==> src/hdl/rsa_pkg.sv <==
// ----------------------------------------------------------------------------
// rsa_pkg: shared types and constants
// Operation and status codes, controller states and control structs.
// ----------------------------------------------------------------------------
package rsa_pkg;

  typedef enum logic [2:0] {
    OP_PUSH = 3'd0,
    OP_POP  = 3'd1,
    OP_PEEK = 3'd2,
    OP_ADD  = 3'd3,
    OP_SUB  = 3'd4,
    OP_MUL  = 3'd5,
    OP_DIV  = 3'd6,
    OP_NONE = 3'd7
  } op_t;

  typedef enum logic [2:0] {
    ST_OK    = 3'd0,
    ST_EMPTY = 3'd1,
    ST_FEW   = 3'd2,
    ST_ZERO  = 3'd3,
    ST_FULL  = 3'd4
  } status_t;

  typedef enum logic [2:0] {
    S_IDLE,
    S_READ,
    S_EXEC,
    S_MUL2,
    S_DIV,
    S_WRITE,
    S_OUT
  } state_t;

  localparam int QBITS = 32;
  localparam int FRAC  = 16;
  localparam int DIV_STEPS = 48;

  // Controller to datapath commands
  typedef struct packed {
    logic load;      // capture request
    logic rd;        // read top two entries
    logic exec;      // compute / decide
    logic mul2;      // finish multiply
    logic div_start;
    logic div_step;
    logic write;     // commit stack update
    logic out_pop;   // result taken
  } cmd_t;

  // Datapath to controller status
  typedef struct packed {
    logic is_mul;
    logic is_div;
    logic div_done;
  } stat_t;

  localparam logic [31:0] SAT_MAX = 32'h7FFF_FFFF;
  localparam logic [31:0] SAT_MIN = 32'h8000_0000;

endpackage

==> src/hdl/rsa_stream_if.sv <==
// ----------------------------------------------------------------------------
// rsa_stream_if: valid/ready channel
// Generic payload channel with source and sink views.
// ----------------------------------------------------------------------------
interface rsa_stream_if #(
  parameter int W = 35
);
  logic         valid;
  logic         ready;
  logic [W-1:0] data;

  modport source (output valid, output data, input ready);
  modport sink   (input valid, input data, output ready);
endinterface

==> src/hdl/rsa_ctrl.sv <==
// ----------------------------------------------------------------------------
// rsa_ctrl: sequencing controller
// Walks each request through read, execute, optional multiply finish or divide, write and output.
// ----------------------------------------------------------------------------
module rsa_ctrl (
  input  logic           clk,
  input  logic           rst,
  input  logic           in_valid,
  output logic           in_ready,
  output logic           out_valid,
  input  logic           out_ready,
  input  rsa_pkg::stat_t stat,
  output rsa_pkg::cmd_t  cmd
);

  rsa_pkg::state_t state, state_next;

  always_ff @(posedge clk) begin
    if (rst) state <= rsa_pkg::S_IDLE;
    else     state <= state_next;
  end

  always_comb begin
    state_next = state;
    cmd        = '0;
    in_ready   = 1'b0;
    out_valid  = 1'b0;
    case (state)
      rsa_pkg::S_IDLE: begin
        in_ready = 1'b1;
        if (in_valid) begin
          cmd.load   = 1'b1;
          state_next = rsa_pkg::S_READ;
        end
      end
      rsa_pkg::S_READ: begin
        cmd.rd     = 1'b1;
        state_next = rsa_pkg::S_EXEC;
      end
      rsa_pkg::S_EXEC: begin
        cmd.exec = 1'b1;
        if (stat.is_mul) state_next = rsa_pkg::S_MUL2;
        else if (stat.is_div) begin
          cmd.div_start = 1'b1;
          state_next    = rsa_pkg::S_DIV;
        end else state_next = rsa_pkg::S_WRITE;
      end
      rsa_pkg::S_MUL2: begin
        cmd.mul2   = 1'b1;
        state_next = rsa_pkg::S_WRITE;
      end
      rsa_pkg::S_DIV: begin
        cmd.div_step = 1'b1;
        if (stat.div_done) state_next = rsa_pkg::S_WRITE;
      end
      rsa_pkg::S_WRITE: begin
        cmd.write  = 1'b1;
        state_next = rsa_pkg::S_OUT;
      end
      rsa_pkg::S_OUT: begin
        out_valid = 1'b1;
        if (out_ready) begin
          cmd.out_pop = 1'b1;
          state_next  = rsa_pkg::S_IDLE;
        end
      end
      default: state_next = rsa_pkg::S_IDLE;
    endcase
  end

endmodule

==> src/hdl/rsa_datapath.sv <==
// ----------------------------------------------------------------------------
// rsa_datapath: stack memory and arithmetic
// Holds the operand stack, fill count, multiplier and restoring divider.
// ----------------------------------------------------------------------------
module rsa_datapath #(
  parameter int STACK_DEPTH = 16
) (
  input  logic                 clk,
  input  logic                 rst,
  input  rsa_pkg::cmd_t        cmd,
  output rsa_pkg::stat_t       stat,
  input  logic [2:0]           in_mode,
  input  logic signed [31:0]   in_value,
  output logic signed [31:0]   result,
  output logic [2:0]           status
);

  localparam int AW = (STACK_DEPTH > 1) ? $clog2(STACK_DEPTH) : 1;
  localparam int CW = $clog2(STACK_DEPTH + 1);
  localparam int DW = rsa_pkg::DIV_STEPS;

  logic [31:0]   mem [STACK_DEPTH];
  logic [CW-1:0] fill;
  logic [2:0]    mode;
  logic [31:0]   val;
  logic [31:0]   opa, opb;
  logic [31:0]   res;
  logic [2:0]    st;
  logic          commit;   // 0: no change, 1: update
  logic signed [63:0] prod;
  // divider state
  logic [DW-1:0] dq;       // dividend bits, then quotient
  logic [32:0]   drem;
  logic [31:0]   dden;
  logic          dneg;
  logic [5:0]    dcnt;

  // addresses derived from fill count
  logic [CW-1:0] fm1, fm2;
  assign fm1 = fill - CW'(1);
  assign fm2 = fill - CW'(2);

  logic full, empty, few;
  assign full  = (fill == CW'(STACK_DEPTH));
  assign empty = (fill == '0);
  assign few   = (fill < CW'(2));

  assign stat.is_mul   = (mode == rsa_pkg::OP_MUL) && (st == rsa_pkg::ST_OK) && !few;
  assign stat.is_div   = (mode == rsa_pkg::OP_DIV) && !few && (opb != '0);
  assign stat.div_done = (dcnt == 6'd1);

  // saturating add/sub
  logic signed [32:0] sum;
  always_comb begin
    if (mode == rsa_pkg::OP_SUB)
      sum = {opa[31], opa} - {opb[31], opb};
    else
      sum = {opa[31], opa} + {opb[31], opb};
  end

  function automatic logic [31:0] sat64(input logic signed [63:0] v);
    if (v > 64'sh7FFF_FFFF)       sat64 = rsa_pkg::SAT_MAX;
    else if (v < -64'sh8000_0000) sat64 = rsa_pkg::SAT_MIN;
    else                          sat64 = v[31:0];
  endfunction

  // divider step
  logic [32:0] dtry;
  assign dtry = {drem[31:0], dq[DW-1]} - {1'b0, dden};

  // quotient with the sign applied, signed
  logic signed [63:0] dquo;
  assign dquo = dneg ? -$signed({16'd0, dq}) : $signed({16'd0, dq});

  always_ff @(posedge clk) begin
    if (cmd.load) begin
      mode <= in_mode;
      val  <= in_value;
    end
    if (cmd.rd) begin
      opa <= mem[fm1[AW-1:0]];
      opb <= mem[fm2[AW-1:0]];
      res <= '0;
      st  <= rsa_pkg::ST_OK;
      commit <= 1'b0;
    end
    if (cmd.exec) begin
      case (mode)
        rsa_pkg::OP_PUSH: begin
          if (full) st <= rsa_pkg::ST_FULL;
          else begin
            res <= val; commit <= 1'b1;
          end
        end
        rsa_pkg::OP_POP, rsa_pkg::OP_PEEK: begin
          if (empty) st <= rsa_pkg::ST_EMPTY;
          else begin
            res <= opa; commit <= (mode == rsa_pkg::OP_POP);
          end
        end
        rsa_pkg::OP_ADD, rsa_pkg::OP_SUB: begin
          if (few) st <= rsa_pkg::ST_FEW;
          else begin
            commit <= 1'b1;
            if (sum[32] != sum[31]) res <= sum[32] ? rsa_pkg::SAT_MIN : rsa_pkg::SAT_MAX;
            else res <= sum[31:0];
          end
        end
        rsa_pkg::OP_MUL: begin
          if (few) st <= rsa_pkg::ST_FEW;
          else begin
            commit <= 1'b1;
            prod   <= $signed(opa) * $signed(opb);
          end
        end
        rsa_pkg::OP_DIV: begin
          if (few) st <= rsa_pkg::ST_FEW;
          else if (opb == '0) st <= rsa_pkg::ST_ZERO;
          else commit <= 1'b1;
        end
        default: ;
      endcase
    end
    if (cmd.div_start) begin
      dq   <= {(opa[31] ? -opa : opa), 16'd0};
      dden <= opb[31] ? -opb : opb;
      dneg <= opa[31] ^ opb[31];
      drem <= '0;
      dcnt <= 6'(DW);
    end
    if (cmd.div_step) begin
      if (dcnt != '0) begin
        if (!dtry[32]) begin
          drem <= dtry;
          dq   <= {dq[DW-2:0], 1'b1};
        end else begin
          drem <= {drem[31:0], dq[DW-1]};
          dq   <= {dq[DW-2:0], 1'b0};
        end
        dcnt <= dcnt - 6'd1;
      end
    end
    if (cmd.mul2) res <= sat64(prod >>> rsa_pkg::FRAC);
    if (cmd.write && (mode == rsa_pkg::OP_DIV) && commit) res <= sat64(dquo);
  end

  // stack memory writes and fill count
  logic [CW-1:0] waddr;
  logic [31:0]   wdata;
  assign waddr = (mode == rsa_pkg::OP_PUSH) ? fill : fm2;
  assign wdata = (mode == rsa_pkg::OP_DIV) ? sat64(dquo) : res;

  always_ff @(posedge clk) begin
    if (cmd.write && commit && (mode != rsa_pkg::OP_POP))
      mem[waddr[AW-1:0]] <= wdata;
  end

  always_ff @(posedge clk) begin
    if (rst) fill <= '0;
    else if (cmd.write && commit) begin
      if (mode == rsa_pkg::OP_PUSH) fill <= fill + CW'(1);
      else                          fill <= fill - CW'(1);
    end
  end

  assign result = res;
  assign status = st;

endmodule

==> src/hdl/rpn_stack_alu.sv <==
// Sequence: each request passes S_READ, S_EXEC, then S_MUL2 for mul or S_DIV for div
// (48-step restoring divider, one quotient bit per cycle), then S_WRITE and S_OUT.
// One request at a time: the next request is accepted after the result is taken.
// Reset (rst, synchronous): controller goes idle and the stack fill count clears.
// ----------------------------------------------------------------------------
// rpn_stack_alu: reverse-Polish operand stack with Q16.16 arithmetic
// Top level joining controller and datapath.
// ----------------------------------------------------------------------------
module rpn_stack_alu #(
  parameter int STACK_DEPTH = 16
) (
  input logic         clk,
  input logic         rst,
  rsa_stream_if.sink  in_ch,
  rsa_stream_if.source out_ch
);

  rsa_pkg::cmd_t  cmd;
  rsa_pkg::stat_t stat;
  logic signed [31:0] result;
  logic [2:0]         status;

  rsa_ctrl u_ctrl (
    .clk       (clk),
    .rst       (rst),
    .in_valid  (in_ch.valid),
    .in_ready  (in_ch.ready),
    .out_valid (out_ch.valid),
    .out_ready (out_ch.ready),
    .stat      (stat),
    .cmd       (cmd)
  );

  rsa_datapath #(.STACK_DEPTH(STACK_DEPTH)) u_dp (
    .clk      (clk),
    .rst      (rst),
    .cmd      (cmd),
    .stat     (stat),
    .in_mode  (in_ch.data[34:32]),
    .in_value (in_ch.data[31:0]),
    .result   (result),
    .status   (status)
  );

  assign out_ch.data = {status, result};

endmodule

==> src/flat_wrapper.sv <==
// flat-port wrapper written by rule: the top's interface ports become plain ports
module rpn_stack_alu_flat 
#(
  parameter int STACK_DEPTH = 16
)
  (clk, rst, in_ch_valid, in_ch_data, in_ch_ready, out_ch_valid, out_ch_data, out_ch_ready);
  rsa_stream_if in_ch_i ();
  rsa_stream_if out_ch_i ();
  input logic clk;
  input logic rst;
  input wire logic [$bits(in_ch_i.valid)-1:0] in_ch_valid;
  input wire logic [$bits(in_ch_i.data)-1:0] in_ch_data;
  output wire logic [$bits(in_ch_i.ready)-1:0] in_ch_ready;
  output wire logic [$bits(out_ch_i.valid)-1:0] out_ch_valid;
  output wire logic [$bits(out_ch_i.data)-1:0] out_ch_data;
  input wire logic [$bits(out_ch_i.ready)-1:0] out_ch_ready;
  assign in_ch_i.valid = in_ch_valid;
  assign in_ch_i.data = in_ch_data;
  assign in_ch_ready = in_ch_i.ready;
  assign out_ch_valid = out_ch_i.valid;
  assign out_ch_data = out_ch_i.data;
  assign out_ch_i.ready = out_ch_ready;
  rpn_stack_alu #(.STACK_DEPTH(STACK_DEPTH)) u_core (.clk(clk), .rst(rst), .in_ch(in_ch_i), .out_ch(out_ch_i));
endmodule
==> config.mk <==
export PLATFORM = sky130hd
export DESIGN_NAME = rpn_stack_alu_flat
export DESIGN_NICKNAME = d
export VERILOG_FILES = /design/src/hdl/rsa_pkg.sv /design/src/hdl/rsa_stream_if.sv /design/src/hdl/rsa_ctrl.sv /design/src/hdl/rsa_datapath.sv /design/src/hdl/rpn_stack_alu.sv /design/src/flat_wrapper.sv
export SDC_FILE = /design/constraint.sdc
export NUM_CORES = 2
export LEC_CHECK = 0
export ABC_CLOCK_PERIOD_IN_PS = 9100
export BUFFER_PORTS_ARGS = -buffer_cell sky130_fd_sc_hd__buf_2
export CORE_MARGIN = 3
export CORE_UTILIZATION = 45
export DETAILED_ROUTE_END_ITERATION = 10
export PLACE_DENSITY_LB_ADDON = 0.25
export SLEW_MARGIN = 20
export SYNTH_ARGS = -nofsm -noshare
export SYNTH_HDL_FRONTEND = slang
export SYNTH_SLANG_ARGS = --single-unit
==> constraint.sdc <==
create_clock -name clk -period 9.1 [get_ports clk]
set_input_delay 2.275 -clock clk [delete_from_list [all_inputs] [get_ports clk]]
set_output_delay 2.275 -clock clk [all_outputs]
set_load 0.1 [all_outputs]
==> metrics.yaml <==
yosys:
  synth.area.mux_share: 0.0952
  syn_nets: 8394
  ys_async_sr_fraction: 0
  synth_area_um2: 78600
  synth_xor_area_frac: 0.0269
  syn-instance-count: 7017
  yosys.area_share.simple: 0.123
  synth-seq-cells: 822
  synth-compound-area-share: 0.0676
  ys_types: 103
  ys_seq_area_frac: 0.298
  synthAdderAreaFrac: 0.317
  synth_edf_count: 692
  yosys_warnings: 0
  synth_top_family_by_area: "adder cells"
  ys.flop_type: "edfxtp_1"
  synth.avg_cell_area_um2: 11.2
clock_tree:
  numClockSinks: 822
  clock-root-buffer: "clkbuf_16"
  clk_pin_slew_ns: 0.06
  clock_latency_ns: 0.74
  cts_tree: "built"
  cts_buffers: 89
  htree_num_levels: 3
  cts_buffer_depth: 3
worst_setup_path:
  critPathKind: "reg2reg"
  worstSetupEndpointType: "register"
  cp.required_ns: 9.62
  cp_max_fo: 17
  critPathLaunchType: "register"
  crit_arrival_ns: 9.36
routing:
  ant_nets: 0
  via_per_inst: 5.85
  wl_per_cell_um: 28.0
  drtPass1Iterations: 6
  drt-initial-drc-count: 5367
  vias: 54900
  drt_wl_total_mm: 263
  drcViolationCount: 0
placed_design:
  io_buffers: 75
  dp_hpwl_mm: 195
  gp_congestion: 1.01
  post-place-ws_ns: 0.161
floorplan:
  core-area_um2: 172000
  die_h_um: 424
  start_util: 0.456
  io_pins: 76
  fp-row-count: 152
  die-area_um2: 180000
  die_w_um: 424
cells_and_area:
  nNetsFinal: 8380
  final_cell_mix: "1,082 x fa_1, 1,027 x inv_1, 856 x nand2_1, 692 x edfxtp_1, 503 x and2_1"
  final_common_cell: "fa_1"
  fillers: 15400
  drive_gt1_frac: 0.132
  synthToLayoutAreaGrowth_pct: 9.41
run_status:
  outcome: "finished clean"
grt:
  grtUsageTotal: 0.297
  grt_start_max_net_pins: 109
  grt_pass1_wl_mm: 391
  grt_pass1_vias: 57700
  antenna_found_initial: 20
  overflow: 0
sta:
  worstMarginPinSlew_ns: 1.27
  drv_slew: 0
  fin_ws_ns: 0.260
  slew_headroom: 0.155
  max_clock_freq_ghz: 0.113
  grt_setup_unrepaired: "false"
  fin_tns_setup_ns: 0
  period_share: 0.971
  skew_ns: 0.0696
  hold_viol_final: 0
  period_needed_ns: 8.84
  finalSetupViolations: 0
worst_hold_path:
  hp-class: "reg2reg"
job:
  drv_cap: 0
flip-flops by register name, summed over array words and instances (netlist names):
| signal | flops |
|---|---|
| u_core.u_dp.commit | 1 |
| u_core.u_dp.mode | 3 |
| u_core.u_dp.opb | 32 |
| u_core.u_dp.prod | 48 |
| u_core.u_dp.dq | 48 |
| u_core.u_dp.val | 32 |
| u_core.u_dp.mem | 512 |
| u_core.u_dp.result | 32 |
| u_core.u_dp.dneg | 1 |
| u_core.u_dp.dden | 32 |
| u_core.u_dp.dcnt | 6 |
| u_core.u_dp.drem | 32 |
| u_core.u_dp.fill | 5 |
| u_core.u_ctrl.state | 3 |
| u_core.u_dp.opa | 32 |
| u_core.u_dp.status | 3 |
metal layers:
layer	share of wire	GRT usage	vias up
li1	-	-	23300
met1	0.39	0.385	28700
met2	0.47	0.472	2303
met3	0.078	0.0522	552
met4	0.070	0.176	6
met5	0.00014	0	-
path summary, 6_finish.rpt:
kind	end	startpoint	depth (start not counted)	slack, ns
setup reg to reg	u_core.u_dp.prod[63]	u_core.u_dp.opa[15]	23	0.26
hold reg to reg	u_core.u_dp.status[2]	u_core.u_dp.status[2]	2	0.48
setup / recovery	u_core.u_dp.prod[63]	u_core.u_dp.opa[15]	23	0.26
hold / removal	u_core.u_dp.status[2]	u_core.u_dp.status[2]	2	0.48
area by class of cell:
class	count	area, um^2	share of cell area
antenna	5	12.5	0.000146
timing repair buffer	361	3030	0.0353
clock inverter	51	653	0.00760
clock buffer	116	2360	0.0275
sequential	822	23400	0.272
multi-input combinational	4700	49800	0.579
inverter	1029	3860	0.0449
tap	2310	2890	0.0336
per-stage QoR:
stage	cell area, um^2	utilization	hold WS [ns]	std cells
6_report	86000	0.498	0.481	9394
5_1_grt	86000	0.498	0.510	9391
4_1_cts	85600	0.496	0.479	9363
3_5_place_dp	82600	0.479	0.473	9196
3_3_place_gp	82600	0.479	0.471	9195
2_1_floorplan	78600	-	0.454	7017
Yosys cell counts, drive strengths merged (40+ instances only):
cell	instances	area share
nor3	86	0.0060
xor2	122	0.014
buf	99	0.0062
nand4	77	0.0062
o31ai	40	0.0039
fa	1083	0.28
inv	1028	0.049
clkbuf	367	0.018
and2	505	0.040
nand2	859	0.041
a21o	56	0.0053
nor2	183	0.0089
o21ai	243	0.016
a21oi	196	0.013
dfxtp	130	0.033
nand3	60	0.0038
xnor2	119	0.013
ha	255	0.041
mux4	320	0.092
edfxtp	692	0.26
critical path, cell delays in order, from the launching register on:
cell	delay [ns]
edfxtp_1	0.90
buf_4	0.34
buf_4	0.27
nand2_1	0.11
fa_1	0.51
inv_1	0.05
fa_1	0.64
fa_1	0.46
fa_1	0.52
fa_1	0.49
fa_1	0.42
fa_1	0.57
fa_1	0.43
ha_1	0.43
a21oi_1	0.33
o21ai_0	0.24
a31oi_1	0.18
o21ai_1	0.24
buf_4	0.25
a41o_1	0.28
o221a_2	0.30
and4_1	0.24
o211a_1	0.22
nor3_1	0.19
kinds of logic after synthesis:
logic type	count (synthesis)
buf+inv	1495
mux	347
simple gates	1959
fa+ha+maj	1339
xor+xnor	241
compound gates	814
flops	822
what timing repair did:
action / CTS / global route
endpoints found under the setup margin: 0 / 6
hold buffers: 0 / 0
gates resized for setup: 0 / 3
buffers inserted: 0 / 24
Power is left out: the tool's default activity adds up to more than one toggle a clock period on the data nets, which glitch-free logic cannot reach.
